$ cat config.mk
export PLATFORM = sky130hd
export DESIGN_NAME = encoder_button_event_qualifier_flat
export DESIGN_NICKNAME = d
export VERILOG_FILES = /design/src/design/ebq_pkg.sv /design/src/design/ebq_if.sv /design/src/design/encoder_button_event_qualifier.sv /design/src/design/ebq_front.sv /design/src/design/ebq_queue.sv /design/src/design/ebq_back.sv /design/src/flat_wrapper.sv
export SDC_FILE = /design/constraint.sdc
export NUM_CORES = 1
export LEC_CHECK = 0
export ABC_AREA = 1
export BUFFER_PORTS_ARGS = -buffer_cell sky130_fd_sc_hd__buf_2
export CORE_UTILIZATION = 46
export CTS_CLUSTER_DIAMETER = 80
export DETAILED_ROUTE_END_ITERATION = 10
export PLACE_DENSITY = 0.67
export SYNTH_ARGS = -nofsm -noshare
export SYNTH_HDL_FRONTEND = slang
export SYNTH_SLANG_ARGS = --single-unit
$ cat constraint.sdc
create_clock -name i_clk -period 5.2 [get_ports i_clk]
set_input_delay 1.04 -clock i_clk [delete_from_list [all_inputs] [get_ports i_clk]]
set_output_delay 1.04 -clock i_clk [all_outputs]
set_load 0.02 [all_outputs]
$ cat src/design/ebq_pkg.sv
`timescale 1ns / 1ps

package ebq_pkg;

    // Default time width (event stamps and stored change times)
    localparam int TIME_WIDTH_DEF = 32;

    // Configuration port
    localparam int CFG_DATA_W = 32;
    localparam int CFG_IDX_W  = 1;

    localparam logic [CFG_IDX_W-1:0] CFG_GLITCH  = CFG_IDX_W'(0);
    localparam logic [CFG_IDX_W-1:0] CFG_LOCKOUT = CFG_IDX_W'(1);

    localparam logic [CFG_DATA_W-1:0] GLITCH_RESET  = CFG_DATA_W'(144000);
    localparam logic [CFG_DATA_W-1:0] LOCKOUT_RESET = CFG_DATA_W'(2400000);

    // Depth of the job queue between front and back
    localparam int QUEUE_DEPTH = 4;

    typedef enum logic [1:0] {
        CODE_CW     = 2'd0,
        CODE_CCW    = 2'd1,
        CODE_MODE   = 2'd2,
        CODE_SELECT = 2'd3
    } t_ebq_code;

    // One queued job: which messages this event produced, and the rotation direction
    typedef struct packed {
        logic sel;
        logic mode;
        logic rot;
        logic ccw;
    } t_ebq_job;

endpackage

$ cat src/design/ebq_if.sv
`timescale 1ns / 1ps

interface ebq_evt_if #(
    parameter int TIME_WIDTH = 32
);
    logic                  valid;
    logic                  ready;
    logic [TIME_WIDTH-1:0] event_tick;
    logic                  enca_edge;
    logic                  encb_edge;
    logic                  mode_edge;
    logic                  select_edge;
    logic                  enca_level;
    logic                  encb_level;

    modport source (
        output valid, event_tick, enca_edge, encb_edge, mode_edge, select_edge,
               enca_level, encb_level,
        input  ready
    );
    modport sink (
        input  valid, event_tick, enca_edge, encb_edge, mode_edge, select_edge,
               enca_level, encb_level,
        output ready
    );
endinterface

interface ebq_msg_if;
    logic       valid;
    logic       ready;
    logic [1:0] event_code;
    logic       last_of_run;

    modport source (output valid, event_code, last_of_run, input ready);
    modport sink   (input valid, event_code, last_of_run, output ready);
endinterface

$ cat src/design/encoder_button_event_qualifier.sv
`timescale 1ns / 1ps
// Channel   Dir  Handshake          Payload
// i_evt     in   valid/ready        event_tick, enca/encb/mode/select_edge,
//                                   enca_level, encb_level
// o_msg     out  valid/ready        event_code, last_of_run
// i_cfg_*   in   write enable only  i_cfg_idx (0 glitch, 1 lockout), i_cfg_data
//
// Front stage qualifies one event per cycle while the job queue is not full:
// all time checks are single adds and compares against the stored change
// times, updated at accept. Events that produce messages go into a
// QUEUE_DEPTH-entry job queue; those that produce none are absorbed at accept.
// Back stage emits one message per cycle from the output register while
// o_msg.ready is high; i_evt.ready drops only while the job queue is full.
// Synchronous active-low reset loads default limits, clears times and pointers.

module encoder_button_event_qualifier import ebq_pkg::*; #(
    parameter int TIME_WIDTH = TIME_WIDTH_DEF
) (
    input  logic                  i_clk,
    input  logic                  i_rst_n,
    input  logic                  i_cfg_we,
    input  logic [CFG_IDX_W-1:0]  i_cfg_idx,
    input  logic [CFG_DATA_W-1:0] i_cfg_data,
    ebq_evt_if.sink               i_evt,
    ebq_msg_if.source             o_msg
);

    // front -> queue
    logic     push;
    t_ebq_job push_job;
    logic     q_full;

    // queue -> back
    logic     pop;
    t_ebq_job head_job;
    logic     q_empty;

    ebq_front #(
        .TIME_WIDTH (TIME_WIDTH)
    ) u_front (
        .i_clk      (i_clk),
        .i_rst_n    (i_rst_n),
        .i_cfg_we   (i_cfg_we),
        .i_cfg_idx  (i_cfg_idx),
        .i_cfg_data (i_cfg_data),
        .i_evt      (i_evt),
        .i_q_full   (q_full),
        .o_push     (push),
        .o_job      (push_job)
    );

    // decouples event intake from message delivery
    ebq_queue u_queue (
        .i_clk   (i_clk),
        .i_rst_n (i_rst_n),
        .i_push  (push),
        .i_job   (push_job),
        .i_pop   (pop),
        .o_job   (head_job),
        .o_empty (q_empty),
        .o_full  (q_full)
    );

    // serializes rotation, mode, select in that order
    ebq_back u_back (
        .i_clk     (i_clk),
        .i_rst_n   (i_rst_n),
        .i_job     (head_job),
        .i_q_empty (q_empty),
        .o_pop     (pop),
        .o_msg     (o_msg)
    );

endmodule

$ cat src/design/ebq_front.sv
`timescale 1ns / 1ps

module ebq_front import ebq_pkg::*; #(
    parameter int TIME_WIDTH = TIME_WIDTH_DEF
) (
    input  logic                  i_clk,
    input  logic                  i_rst_n,
    input  logic                  i_cfg_we,
    input  logic [CFG_IDX_W-1:0]  i_cfg_idx,
    input  logic [CFG_DATA_W-1:0] i_cfg_data,
    ebq_evt_if.sink               i_evt,
    input  logic                  i_q_full,
    output logic                  o_push,
    output t_ebq_job              o_job
);

    logic [CFG_DATA_W-1:0] r_glitch;
    logic [CFG_DATA_W-1:0] r_lockout;

    logic [TIME_WIDTH-1:0] r_a_time;
    logic [TIME_WIDTH-1:0] r_b_time;
    logic [TIME_WIDTH-1:0] r_mode_time;
    logic [TIME_WIDTH-1:0] r_sel_time;
    logic                  r_b_latch;

    logic [TIME_WIDTH-1:0] glitch_t;
    logic [TIME_WIDTH-1:0] lockout_t;
    logic [TIME_WIDTH-1:0] now;
    logic                  accept;
    logic                  a_ok;
    logic                  mode_ok;
    logic                  sel_ok;

    assign glitch_t  = TIME_WIDTH'(r_glitch);
    assign lockout_t = TIME_WIDTH'(r_lockout);
    assign now       = i_evt.event_tick;

    assign i_evt.ready = !i_q_full;
    assign accept      = i_evt.valid && !i_q_full;

    // wrapped "last + limit <= now", or B moved after A's last change
    assign a_ok    = ((r_a_time + glitch_t) <= now) || (r_a_time < r_b_time);
    assign mode_ok = (r_mode_time + lockout_t) <= now;
    assign sel_ok  = (r_sel_time + lockout_t) <= now;

    always_comb begin
        o_job.rot  = i_evt.enca_edge && i_evt.enca_level && a_ok;
        o_job.ccw  = !r_b_latch;
        o_job.mode = i_evt.mode_edge && mode_ok;
        o_job.sel  = i_evt.select_edge && sel_ok;
        o_push     = accept && (o_job.rot || o_job.mode || o_job.sel);
    end

    always_ff @(posedge i_clk) begin
        if (!i_rst_n) begin
            r_glitch  <= GLITCH_RESET;
            r_lockout <= LOCKOUT_RESET;
        end else if (i_cfg_we) begin
            case (i_cfg_idx)
                CFG_GLITCH:  r_glitch  <= i_cfg_data;
                CFG_LOCKOUT: r_lockout <= i_cfg_data;
                default:     ;
            endcase
        end
    end

    always_ff @(posedge i_clk) begin
        if (!i_rst_n) begin
            r_a_time    <= '0;
            r_b_time    <= '0;
            r_mode_time <= '0;
            r_sel_time  <= '0;
            r_b_latch   <= 1'b0;
        end else if (accept) begin
            if (i_evt.enca_edge) begin
                r_a_time <= now;
                if (!i_evt.enca_level) begin
                    r_b_latch <= i_evt.encb_level;
                end
            end
            if (i_evt.encb_edge) begin
                r_b_time <= now;
            end
            if (i_evt.mode_edge) begin
                r_mode_time <= now;
            end
            if (i_evt.select_edge) begin
                r_sel_time <= now;
            end
        end
    end

endmodule

$ cat src/design/ebq_queue.sv
`timescale 1ns / 1ps

module ebq_queue import ebq_pkg::*; (
    input  logic     i_clk,
    input  logic     i_rst_n,
    input  logic     i_push,
    input  t_ebq_job i_job,
    input  logic     i_pop,
    output t_ebq_job o_job,
    output logic     o_empty,
    output logic     o_full
);

    localparam int PTR_W = (QUEUE_DEPTH > 1) ? $clog2(QUEUE_DEPTH) : 1;
    localparam int CNT_W = $clog2(QUEUE_DEPTH + 1);

    t_ebq_job         r_mem [QUEUE_DEPTH];
    logic [PTR_W-1:0] r_wr;
    logic [PTR_W-1:0] r_rd;
    logic [CNT_W-1:0] r_count;

    logic do_push;
    logic do_pop;

    assign o_empty = (r_count == '0);
    assign o_full  = (r_count == CNT_W'(QUEUE_DEPTH));
    assign o_job   = r_mem[r_rd];
    assign do_push = i_push && !o_full;
    assign do_pop  = i_pop && !o_empty;

    function automatic logic [PTR_W-1:0] ptr_next(input logic [PTR_W-1:0] p);
        ptr_next = (p == PTR_W'(QUEUE_DEPTH - 1)) ? '0 : p + PTR_W'(1);
    endfunction

    always_ff @(posedge i_clk) begin
        if (do_push) begin
            r_mem[r_wr] <= i_job;
        end
    end

    always_ff @(posedge i_clk) begin
        if (!i_rst_n) begin
            r_wr    <= '0;
            r_rd    <= '0;
            r_count <= '0;
        end else begin
            if (do_push) begin
                r_wr <= ptr_next(r_wr);
            end
            if (do_pop) begin
                r_rd <= ptr_next(r_rd);
            end
            case ({do_push, do_pop})
                2'b10:   r_count <= r_count + CNT_W'(1);
                2'b01:   r_count <= r_count - CNT_W'(1);
                default: ;
            endcase
        end
    end

    a_count_bound: assert property (@(posedge i_clk) disable iff (!i_rst_n)
        r_count <= CNT_W'(QUEUE_DEPTH))
        else $error("queue count above depth");

    a_no_push_full: assert property (@(posedge i_clk) disable iff (!i_rst_n)
        !(i_push && o_full))
        else $error("push into full queue");

    a_no_empty_job: assert property (@(posedge i_clk) disable iff (!i_rst_n)
        i_push |-> (i_job.rot || i_job.mode || i_job.sel))
        else $error("job with no message queued");

endmodule

$ cat src/design/ebq_back.sv
`timescale 1ns / 1ps

module ebq_back import ebq_pkg::*; (
    input  logic     i_clk,
    input  logic     i_rst_n,
    input  t_ebq_job i_job,
    input  logic     i_q_empty,
    output logic     o_pop,
    ebq_msg_if.source o_msg
);

    // pending messages of the job in hand: bit 0 rotation, 1 mode, 2 select
    logic [2:0] r_pend;
    logic       r_ccw;

    logic [2:0] rest;
    logic       sent;
    logic       take;
    t_ebq_code  code;

    assign rest = r_pend & (r_pend - 3'd1);
    assign sent = o_msg.valid && o_msg.ready;
    assign take = (r_pend == 3'd0) || (sent && rest == 3'd0);
    assign o_pop = take && !i_q_empty;

    always_comb begin
        if (r_pend[0]) begin
            code = r_ccw ? CODE_CCW : CODE_CW;
        end else if (r_pend[1]) begin
            code = CODE_MODE;
        end else begin
            code = CODE_SELECT;
        end
    end

    assign o_msg.valid       = (r_pend != 3'd0);
    assign o_msg.event_code  = code;
    assign o_msg.last_of_run = (rest == 3'd0);

    always_ff @(posedge i_clk) begin
        if (!i_rst_n) begin
            r_pend <= 3'd0;
        end else if (take) begin
            r_pend <= o_pop ? {i_job.sel, i_job.mode, i_job.rot} : 3'd0;
        end else if (sent) begin
            r_pend <= rest;
        end
    end

    always_ff @(posedge i_clk) begin
        if (o_pop) begin
            r_ccw <= i_job.ccw;
        end
    end

    a_last_one_left: assert property (@(posedge i_clk) disable iff (!i_rst_n)
        (o_msg.valid && o_msg.last_of_run) |-> ($countones(r_pend) == 1))
        else $error("last flag with more messages pending");

    a_run_continues: assert property (@(posedge i_clk) disable iff (!i_rst_n)
        (sent && !o_msg.last_of_run) |=> o_msg.valid)
        else $error("run cut short");

    a_stall_holds: assert property (@(posedge i_clk) disable iff (!i_rst_n)
        (o_msg.valid && !o_msg.ready) |=> $stable(r_pend))
        else $error("pending set changed while stalled");

endmodule

$ cat src/flat_wrapper.sv
// flat-port wrapper written by rule: the top's interface ports become plain ports
module encoder_button_event_qualifier_flat import ebq_pkg::*;
#(
    parameter int TIME_WIDTH = TIME_WIDTH_DEF
)
  (i_clk, i_rst_n, i_cfg_we, i_cfg_idx, i_cfg_data, i_evt_valid, i_evt_event_tick, i_evt_enca_edge, i_evt_encb_edge, i_evt_mode_edge, i_evt_select_edge, i_evt_enca_level, i_evt_encb_level, i_evt_ready, o_msg_valid, o_msg_event_code, o_msg_last_of_run, o_msg_ready);
  ebq_evt_if #(.TIME_WIDTH(TIME_WIDTH)) i_evt_i ();
  ebq_msg_if o_msg_i ();
  input  logic i_clk;
  input  logic i_rst_n;
  input  logic i_cfg_we;
  input  logic [CFG_IDX_W-1:0] i_cfg_idx;
  input  logic [CFG_DATA_W-1:0] i_cfg_data;
  input wire logic [$bits(i_evt_i.valid)-1:0] i_evt_valid;
  input wire logic [$bits(i_evt_i.event_tick)-1:0] i_evt_event_tick;
  input wire logic [$bits(i_evt_i.enca_edge)-1:0] i_evt_enca_edge;
  input wire logic [$bits(i_evt_i.encb_edge)-1:0] i_evt_encb_edge;
  input wire logic [$bits(i_evt_i.mode_edge)-1:0] i_evt_mode_edge;
  input wire logic [$bits(i_evt_i.select_edge)-1:0] i_evt_select_edge;
  input wire logic [$bits(i_evt_i.enca_level)-1:0] i_evt_enca_level;
  input wire logic [$bits(i_evt_i.encb_level)-1:0] i_evt_encb_level;
  output wire logic [$bits(i_evt_i.ready)-1:0] i_evt_ready;
  output wire logic [$bits(o_msg_i.valid)-1:0] o_msg_valid;
  output wire logic [$bits(o_msg_i.event_code)-1:0] o_msg_event_code;
  output wire logic [$bits(o_msg_i.last_of_run)-1:0] o_msg_last_of_run;
  input wire logic [$bits(o_msg_i.ready)-1:0] o_msg_ready;
  assign i_evt_i.valid = i_evt_valid;
  assign i_evt_i.event_tick = i_evt_event_tick;
  assign i_evt_i.enca_edge = i_evt_enca_edge;
  assign i_evt_i.encb_edge = i_evt_encb_edge;
  assign i_evt_i.mode_edge = i_evt_mode_edge;
  assign i_evt_i.select_edge = i_evt_select_edge;
  assign i_evt_i.enca_level = i_evt_enca_level;
  assign i_evt_i.encb_level = i_evt_encb_level;
  assign i_evt_ready = i_evt_i.ready;
  assign o_msg_valid = o_msg_i.valid;
  assign o_msg_event_code = o_msg_i.event_code;
  assign o_msg_last_of_run = o_msg_i.last_of_run;
  assign o_msg_i.ready = o_msg_ready;
  encoder_button_event_qualifier #(.TIME_WIDTH(TIME_WIDTH)) u_core (.i_clk(i_clk), .i_rst_n(i_rst_n), .i_cfg_we(i_cfg_we), .i_cfg_idx(i_cfg_idx), .i_cfg_data(i_cfg_data), .i_evt(i_evt_i), .o_msg(o_msg_i));
endmodule
== Word level (Yosys, flattened, before mapping) ==
Memories as Yosys holds them, arrays and structs flattened. A register that Yosys moved wholly into a read port is not among the register bits.
Cells that the tools add are included.

* Bits in registers: 204
* Bits in writable memories: 16
* Bits of input ports: 76
* Output and inout bits: 5
* Word-level logic and storage cells: 77
* Memories kept: 1

* Add/sub/neg operators: 8
* Magnitude comparators: 4
* Eq/ne operators: 5
* Mux-type cells: 13
* Bitwise gates (word level): 3
* Reduce and logical (&&, ||, !) cells: 31

{| class="wikitable"
|+ Memory list
! name !! words !! bits a word !! read ports !! clocked after Yosys merged registers in !! wr ports !! line !! text
|-
| u_core.u_queue.r_mem || 4 || 4 || 1 || 1 || 1 || ebq_queue.sv:17 || <nowiki>t_ebq_job r_mem [QUEUE_DEPTH];</nowiki>
|}

{| class="wikitable"
|+ Operators with widths
! kind !! count
|-
| $add 32x32->32 || 3
|-
| $le 32x32->1 || 3
|-
| $lt 32x32->1 || 1
|-
| $reduce_and 2->1 || 6
|-
| $logic_and 1x1->1 || 11
|-
| $mux 2 || 5
|-
| $logic_not 3->1 || 3
|-
| $mux 3 || 3
|-
| $eq 2x2->1 const B || 3
|-
| $pmux 3 s2 || 1
|-
| $sub 3x1->3 const B || 2
|-
| $add 2x1->2 const B || 2
|-
| $logic_or 1x1->1 || 4
|-
| $mux 1 || 4
|-
| $reduce_bool 2->1 || 2
|-
| $add 3x1->3 const B || 1
|-
| $and 3x3->3 || 1
|-
| $eq 3x3->1 const B || 1
|-
| $logic_not 1->1 || 3
|-
| $reduce_and 3->1 || 1
|-
| $reduce_bool 3->1 || 1
|-
| $eq 2x1->1 const B || 1
|-
| $not 1->1 || 2
|}

== Logic depth before layout (Yosys ltp) ==
Gate-level depths: netlist of run 1.

* Depth after elaboration: 10
* Depth in mapped cells: 34

== Cells and area by module ==
A second synthesis of run 1 with hierarchy kept.

* Cells, all modules: 2,306
* Area, all modules: 16,285.6 um2

{| class="wikitable"
|+ Modules (own cells, without submodules)
! module !! times used !! cells an instance !! area an instance (um2)
|-
| ebq_front || 1 || 2,167 || 14,949.3
|-
| ebq_queue || 1 || 110 || 1,113.6
|-
| ebq_back || 1 || 29 || 222.7
|}

== Worst setup path before layout of run 1 ==
OpenSTA, ideal clock, no wires.

* Path type: flip-flop to flip-flop
* Start: reg u_core.u_front.r_a_time[0]
* End: reg u_core.u_queue.r_count[2]
* Setup time: 122 ps
* Arrival time: 3,965 ps
* Path slack: 1,113 ps
* Stages on the path, launching flop included: 31
* Path buffers: 0
* Cell sequence: dfxtp_1 ha_1 inv_1 fa_1 o21ai_2 a21oi_4 o21ai_2 nand3_1 nand2_1 a31oi_1 xor2_1 ha_1 nand2_1 nor2_1 nand2_1 inv_1 nand4_1 inv_1 nand2_1 a21oi_1 nand2_1 nand2_1 nand2_2 nand2_2 ha_1 inv_1 fa_1 a21oi_1 o21ai_0 o21ai_0 a21oi_1

* Word-level cells in the longest chain between the ends: 10
* Elaborated cells between the ends (all ways): 13
* Classes of those cells: 1 x add/sub; 2 x order compare; 2 x eq/ne; 1 x mux; 7 x reduce/logical

{| class="wikitable"
|+ RTL lines
! what !! line !! text
|-
| start, declared || ebq_front.sv:20 || <nowiki>logic [TIME_WIDTH-1:0] r_a_time;</nowiki>
|-
| start signal, assigned || ebq_front.sv:76 || <nowiki>r_a_time <= now;</nowiki>
|-
| $add 32x32->32 || ebq_front.sv:42 || <nowiki>assign a_ok = ((r_a_time + glitch_t) <= now) || (r_a_time < r_b_time);</nowiki>
|-
| $le 32x32->1 || ebq_front.sv:42 ||
|-
| $logic_or 1x1->1 (*) || ebq_front.sv:42 ||
|-
| $logic_and 1x1->1 (*) || ebq_front.sv:47 || <nowiki>o_job.rot = i_evt.enca_edge && i_evt.enca_level && a_ok;</nowiki>
|-
| $logic_or 1x1->1 (*) (2 in a row) || ebq_front.sv:51 || <nowiki>o_push = accept && (o_job.rot || o_job.mode || o_job.sel);</nowiki>
|-
| $logic_and 1x1->1 (*) || ebq_front.sv:51 ||
|-
| $logic_and 1x1->1 (*) || ebq_queue.sv:28 || <nowiki>assign do_push = i_push && !o_full;</nowiki>
|-
| $eq 2x1->1 or $eq 2x2->1 (tied branches) || ebq_queue.sv:53 || <nowiki>case ({do_push, do_pop})</nowiki>
|-
| $pmux 3 s2 or $reduce_bool 2->1 (tied branches) || n/a ||
|-
| end signal, assigned || ebq_queue.sv:54 || <nowiki>2'b10: r_count <= r_count + CNT_W'(1);</nowiki>
|-
| end signal, assigned || ebq_queue.sv:55 || <nowiki>2'b01: r_count <= r_count - CNT_W'(1);</nowiki>
|-
| end, declared || ebq_queue.sv:20 || <nowiki>logic [CNT_W-1:0] r_count;</nowiki>
|}

Mark *: on every way between the ends. The rest lies on a longest branch, timed or not.
A chain may end at the register's enable or synchronous reset.

== Final worst setup path of run 1 ==
* Start: reg u_core.u_front.r_lockout[0], in the netlist u_core.u_front.lockout_t[0]
* End: reg u_core.u_queue.r_count[2]

* Word-level cells in the longest chain between the ends: 9
* Elaborated cells between the ends (all ways): 14
* Classes of those cells: 2 x add/sub; 2 x order compare; 2 x eq/ne; 1 x mux; 7 x reduce/logical

{| class="wikitable"
|+ RTL lines
! what !! line !! text
|-
| start, declared || ebq_front.sv:18 || <nowiki>logic [CFG_DATA_W-1:0] r_lockout;</nowiki>
|-
| start signal, assigned || ebq_front.sv:61 || <nowiki>CFG_LOCKOUT: r_lockout <= i_cfg_data;</nowiki>
|-
| $add 32x32->32 || ebq_front.sv:43 || <nowiki>assign mode_ok = (r_mode_time + lockout_t) <= now;</nowiki>
|-
| $le 32x32->1 || ebq_front.sv:43 ||
|-
| $logic_and 1x1->1 || ebq_front.sv:49 || <nowiki>o_job.mode = i_evt.mode_edge && mode_ok;</nowiki>
|-
| $logic_or 1x1->1 || ebq_front.sv:51 ||
|-
| $logic_or 1x1->1 (*) || ebq_front.sv:51 ||
|-
| $logic_and 1x1->1 (*) || ebq_front.sv:51 ||
|-
| $logic_and 1x1->1 (*) || ebq_queue.sv:28 ||
|-
| $eq 2x1->1 or $eq 2x2->1 (tied branches) || ebq_queue.sv:53 ||
|-
| $pmux 3 s2 or $reduce_bool 2->1 (tied branches) || n/a ||
|}

Marked as above.

==> flow_summary.yaml, run 1 <==
finish:
  fillers: 3443
  antenna_cells: 0
  drive_gt1_frac: 0.0933
  fin_util: 0.517
  areaGrowthSynthToFinish_pct: 11.0
  fin_nets: 2568
clock_network:
  htreeDepth: 1
  cts_setup_buffers: 0
  cts.clk_slew.worst_paths_ns: 0.07
  ctsRootBufferMaster: "clkbuf_16"
  cts_tree: "built"
  clock_sinks: 222
  cts_buffers: 28
  clock_latency_ns: 0.56
  clk_path_buf_depth: 3
sta:
  worstMarginPinSlew_ns: 1.22
  rsz0062_at_grt: "no"
  fin_skew_ns: 0.0206
  min_period_over_period: 0.936
  hold_slack_ns: 0.450
  drv_slew: 0
  fin_tns_setup_ns: 0
  hold_viol: 0
  timing.fmax_ghz: 0.205
  setup_violations: 0
  period_minus_slack_ns: 4.87
  slew_headroom: 0.183
critical_path:
  cpMostUsedCell: "nand2_1"
  crit_path_start_kind: "register"
  end_kind: "register"
  worstSetupPathType: "reg -> reg"
  critPathArrivalTime_ns: 5.29
  crit_start: "u_core.u_front.lockout_t[0]"
  slowest_delay_ns: 0.41
  crit_fanout: 5
  critPathSlowestCell: "fa_1"
  cp.required_ns: 5.62
  rr_startpoint: "u_core.u_front.lockout_t[0]"
logic_synthesis:
  synth_edf_count: 17
  ys_seq_area_frac: 0.288
  synth_area_um2: 16000
  synth_cells: 2209
  syn_nets: 2515
  synthFlopType: "dfxtp_1"
  yosysUniqueCellTypes: 51
  async_reset_ff_frac: 0
  ys_seq_elements: 222
  avgSynthCellArea_um2: 7.26
  yosysWarnings: 0
min_path:
  worstHoldStart: "u_core.u_queue.r_count[0]"
  hold_path_class: "reg -> reg"
place:
  hpwl_um: 39700
  portBuffers: 80
  gp_congestion: 0.965
die:
  row_count: 68
  die_area_um2: 35600
  die-width_um: 189
  core_um2: 34500
  start_util: 0.466
  io_pins: 81
  dieHeight_um: 189
power:
  power_density_nw_per_um2: 334
  ir_worst_vdd_uv: 265
  leakage_nw: 8.41
detailed_routing:
  drc_errors: 2
  ant_nets: 0
  drtIter0Drc: 1156
  via_per_inst: 5.58
  vias: 15300
  drt-total-wl_um: 50300
  routedWlPerCell_um: 18.4
  firstDrtPassIters: 8
job:
  maxCapViolations: 0
global_routing:
  grt_max_degree: 97
  grt.total_usage: 0.279
  first_global_vias: 14500
  grt_overflow: 0
  grt_pass1_wl_um: 78400
  antenna_found_initial: 0
outcome:
  status: "finished, violations left"
  violations: "design-rule violations"
synth_stat cells (all sizes together), types with 5 or more instances:
cell type / count / area, µm²
a21o: 13 / 113
xnor2: 24 / 210
nor2: 240 / 903
buf: 10 / 42.5
dfxtp: 205 / 4100
o21a: 19 / 143
clkbuf: 58 / 219
a21boi: 5 / 60.1
edfxtp: 17 / 510
ha: 226 / 2830
nand4: 23 / 144
a21oi: 313 / 1660
a31oi: 14 / 93.8
xor2: 68 / 596
o21ai: 211 / 1120
nor4: 6 / 37.5
nor3: 14 / 70.1
inv: 209 / 785
nand2: 386 / 1480
nand3: 115 / 591
state kept, by name, indices dropped and copies added (netlist names), named ones only:
register                    cells
u_core.u_front.glitch_t        32
u_core.u_front.r_b_time        32
u_core.u_front.lockout_t       32
u_core.u_front.r_mode_time     32
u_core.u_queue.r_count          3
u_core.u_front.r_a_time        32
u_core.u_queue.r_wr             2
u_core.u_back.r_ccw             1
u_core.u_queue.r_mem           16
u_core.u_queue.r_rd             2
u_core.u_front.r_b_latch        1
u_core.u_front.r_sel_time      32
u_core.u_back.r_pend            3
final cells by class:
type                            count  area (µm²)  share of cell area
Multi-Input combinational cell   1710       10400               0.584
Sequential cell                   222        4610               0.259
Inverter                          209         785              0.0440
Clock buffer                       32         746              0.0419
Tap cell                          455         569              0.0320
Timing Repair Buffer               91         485              0.0272
Clock inverter                     19         221              0.0124
path summary, 6_finish.rpt:
check             cells past startpoint  slack [ns]                         to
setup reg to reg                     32        0.33  u_core.u_queue.r_count[2]
setup / recovery                     32        0.33  u_core.u_queue.r_count[2]
hold / removal                        1        0.45  u_core.u_queue.r_count[0]
hold reg to reg                       1        0.45  u_core.u_queue.r_count[0]
what timing repair did:
action                                 4_1_cts  5_1_grt
setup endpoints to repair                    0        1
resized for setup                            0        1
endpoints found under the hold margin        0        0
hold buffers                                 0        0
report_power, final:
group	internal (mW)	leakage (nW)	switching [mW]
Clock	1.20	0.480	0.825
Sequential	1.91	1.84	0.130
Combinational	0.675	6.09	1.21
cells by family (layout without fill, tap and decap cells):
logic type,Yosys count,in the layout,synth area share
flip-flops,222,222,0.288
AND/OR/NAND/NOR,786,786,0.202
XOR/XNOR,92,92,0.0502
AO/OA/AOI/OAI,602,602,0.214
buffers and inverters,277,351,0.0652
adder cells (fa/ha/maj),230,230,0.181
routing by layer:
| metal | up-vias | GRT usage | wire [µm] | part of all wire |
|---|---|---|---|---|
| met5 | - | 0 | 0 | 0 |
| met4 | 0 | 0.0788 | 1300 | 0.026 |
| met3 | 76 | 0.0378 | 3370 | 0.067 |
| met2 | 462 | 0.460 | 22800 | 0.45 |
| met1 | 7098 | 0.379 | 22800 | 0.45 |
| li1 | 7637 | - | - | - |
worst max-delay path, delay by kind of cell (launching register included):
family,cells,cell delay [ns]
AOI/OAI and AO/OA,7,1.10
and+or+nand+nor,17,1.51
buffers and inverters,2,0.20
adders and majority gates,5,1.48
DFF,1,0.33
xor gates and xnor gates,1,0.08
metrics by stage:
step | cell area, µm² | cells | power (mW) | setup WS (ns)
after floorplan | 16000 | 2209 | 3.42 | 1.11
after global placement | 16800 | 2687 | 3.89 | 0.528
after detailed placement | 16800 | 2687 | 3.94 | 0.413
after CTS | 17800 | 2738 | 5.97 | 0.383
after global routing | 17800 | 2738 | 6.35 | 0.0184
final | 17800 | 2738 | 5.95 | 0.332
layout by cell type, fill, tap and decap left out, types with 4 or more instances in the layout:
master	synthesis	routed
nand2_1	372	371
a21oi_1	294	294
nor2_1	239	238
ha_1	226	226
dfxtp_1	205	205
inv_1	202	202
o21ai_0	189	189
nand3_1	112	112
buf_2	4	79
xor2_1	68	68
clkbuf_16	0	28
xnor2_1	24	24
nand4_1	23	23
o21a_1	19	19
edfxtp_1	17	17
a21oi_2	16	16
nand2_2	14	15
nor3_1	14	14
a31oi_1	13	13
buf_4	0	12
a21o_1	11	11
o21ai_2	11	10
o21ai_1	9	9
inv_2	7	7
nor4_1	6	6
clkinv_2	0	6
o31ai_1	4	4
a221oi_1	4	4
o22ai_1	4	4
fa_1	4	4
Note: power is estimated with default switching activity, not from simulation.
==> run 2, diff against run 1 <==
Settings changed: ABC_AREA 1 to not set, MAX_ROUTING_LAYER set to met4.
==> run 2 against run 1 <==
Against the previous run: the flow finishes with violations (negative setup slack); global-route usage fell by 1.1 points; area after synthesis is 1.6% lower; sequential share of layout area decreased by 1.8 points; hold slack gained 0.014 ns; setup slack worse by 0.73 ns; critical path type unchanged; highest routed layer unchanged.
==> flow_summary.yaml, run 2 <==
logic_synthesis:
  synth_edf_count: 17
  yosysWarnings: 0
  synthTopCellsByArea: "dfxtp_1, ha_1, nand2_1"
  async_reset_ff_frac: 0
  ys_seq_area_frac: 0.292
  post-synth-top-area-cell: "dfxtp_1"
  syn_nets: 2256
  yosysUniqueCellTypes: 78
  synth_area_um2: 15800
  ys_seq_elements: 222
  avgSynthCellArea_um2: 8.10
  synth_most_common_cell: "nand2_1"
  synth_cells: 1950
  synth_top_area_share: 0.260
  synthFlopType: "dfxtp_1"
  synthTopCellsByCount: "nand2_1, ha_1, dfxtp_1"
power:
  seqPwrFrac: 0.360
  p_int_mw: 3.70
  clkPwrFrac: 0.326
  power_switching_mw: 1.85
  power_density_nw_per_um2: 290
  leakage_nw: 8.83
  ir_worst_vdd_uv: 279
  power_switching_share: 0.334
  combPwrFrac: 0.314
min_path:
  hold_path_class: "reg -> reg"
  worstHoldStart: "u_core.u_front.r_b_time[25]"
  hold_depth: 2
  worstHoldEndpoint: "u_core.u_front.r_b_time[25]"
critical_path:
  r2r_slack_ns: -0.39
  slowest_delay_ns: 0.36
  critPathSlowestCell: "dfxtp_2"
  critPathArrivalTime_ns: 6.05
  cp.required_ns: 5.66
  end_kind: "register"
  rr_endpoint: "u_core.u_queue.r_count[2]"
  worstSetupPathType: "reg -> reg"
  crit_fanout: 3
  r2r.worst_path.cells: 27
  rr_startpoint: "u_core.u_front.glitch_t[0]"
  crit_path_start_kind: "register"
finish:
  fin_util: 0.569
  drive_gt1_frac: 0.178
  fillers: 3143
  fin_nets: 2498
  final_cell_mix: "nand2_1, ha_1, buf_4"
  final_common_cell: "nand2_1"
  areaGrowthSynthToFinish_pct: 21.3
  antenna_cells: 0
place:
  gp_congestion: 0.918
  preCtsSetupSlack_ns: -0.506
  portBuffers: 80
  hpwl_um: 34500
outcome:
  status: "finished, violations left"
  violations: "negative setup slack"
global_routing:
  antenna_found_initial: 0
  grt_overflow: 0
  first_global_vias: 14200
  grt.total_usage: 0.268
  grt_max_degree: 109
  grt_pass1_wl_um: 74300
die:
  die-width_um: 187
  start_util: 0.469
  row_count: 67
  core_um2: 33700
  dieHeight_um: 187
  die_area_um2: 35100
  io_pins: 81
sta:
  timing.fmax_ghz: 0.179
  setup_violations: 2
  slew_headroom: 0.275
  rsz0062_at_grt: "yes"
  drv_slew: 0
  fin_tns_setup_ns: -0.551
  period_minus_slack_ns: 5.59
  hold_slack_ns: 0.464
  min_period_over_period: 1.08
  hold_viol: 0
  worstMarginPinSlew_ns: 1.08
  fin_skew_ns: 0.0193
  setup_ws_ns: -0.394
detailed_routing:
  drtIter0Drc: 945
  routedWlPerCell_um: 17.4
  vias: 14600
  firstDrtPassIters: 5
  via_per_inst: 5.48
  drt-total-wl_um: 46300
  drc_errors: 0
  ant_nets: 0
clock_network:
  clock_sinks: 222
  cts_buffers: 27
  cts.clk_slew.worst_paths_ns: 0.06
  ctsRootBufferMaster: "clkbuf_16"
  htreeDepth: 1
  clk_path_buf_depth: 3
  cts_tree: "built"
  ctsHoldBuffers: 0
  clock_latency_ns: 0.55
job:
  maxCapViolations: 0
-- run 2: changes by cell type in the layout (fill, tap and decap cells not counted), moves of 100 or more --
| cell | delta |
|---|---|
| o21ai_0 | -158 |
| buf_4 | +191 |
| a21oi_1 | -192 |
| a21boi_0 | +181 |
| inv_1 | -100 |
| nor2_1 | -163 |
-- run 2: how the worst max path moves through the flow --
stage,start,endpoint,slack (ns)
after floorplan,u_core.u_front.r_sel_time[0],u_core.u_queue.r_count[2],0.003
after global placement,u_core.u_front.lockout_t[14],u_core.u_queue.r_count[2],-0.41
after detailed placement,u_core.u_front.r_a_time[0],u_core.u_queue.r_count[2],-0.51
after CTS,u_core.u_front.glitch_t[0],u_core.u_queue.r_count[2],-0.30
after global routing,u_core.u_front.glitch_t[0],u_core.u_queue.r_count[2],-0.68
final,u_core.u_front.glitch_t[0],u_core.u_queue.r_count[2],-0.39
-- run 2: power groups by stage --
stage	combinational [mW]	sequential [mW]	clock, mW
2_1_floorplan	1.08	2.00	0
3_3_place_gp	1.61	2.03	0
3_5_place_dp	1.65	2.04	0
4_1_cts	1.69	2.00	1.84
5_1_grt	1.93	2.02	1.91
6_report	1.75	2.00	1.81
-- run 2: kinds of logic after synthesis --
kind of cell	synth area share
buf+inv	0.0416
simple gates	0.187
mux	0.00768
xor+xnor	0.0438
flops	0.292
fa+ha+maj	0.185
compound gates	0.243
-- run 2: repair_timing --
action	in CTS	in global routing
buffers inserted	9	9
hold endpoints to repair	0	0
setup endpoints to repair	3	19
pin swaps	25	25
resized for setup	31	25
-- run 2: area by class of cell --
| cell class | count | area [µm²] | area share |
|---|---|---|---|
| tap | 448 | 561 | 0.0293 |
| clock inverter | 14 | 114 | 0.00594 |
| multi-input combinational | 1553 | 10800 | 0.564 |
| sequential | 222 | 4620 | 0.241 |
| timing repair buffer | 284 | 1950 | 0.102 |
| inverter | 104 | 390 | 0.0204 |
| clock buffer | 36 | 719 | 0.0375 |
-- run 2: metrics by stage --
| stage | std cells | instance area [µm²] | power, mW |
|---|---|---|---|
| after floorplan | 1950 | 15800 | 3.08 |
| after global placement | 2596 | 18000 | 3.64 |
| after detailed placement | 2596 | 18000 | 3.69 |
| after CTS | 2652 | 19000 | 5.54 |
| after global routing | 2661 | 19200 | 5.87 |
| final | 2661 | 19200 | 5.56 |
-- run 2: routing by layer --
| layer | up-vias | global-route usage | share of wire |
|---|---|---|---|
| met5 | - | - | 0 |
| met4 | 0 | 0.0646 | 0.022 |
| met3 | 66 | 0.0246 | 0.039 |
| met2 | 299 | 0.443 | 0.46 |
| met1 | 6885 | 0.352 | 0.48 |
| li1 | 7329 | - | - |
-- run 2: critical path, delay by kind of cell (launching register included) --
| kind | cells | cell delay, ns |
|---|---|---|
| compound gates | 12 | 2.24 |
| fa+ha+maj | 5 | 1.29 |
| simple gates | 4 | 0.94 |
| buf+inv | 4 | 0.39 |
| flops | 1 | 0.36 |
| xor+xnor | 2 | 0.24 |
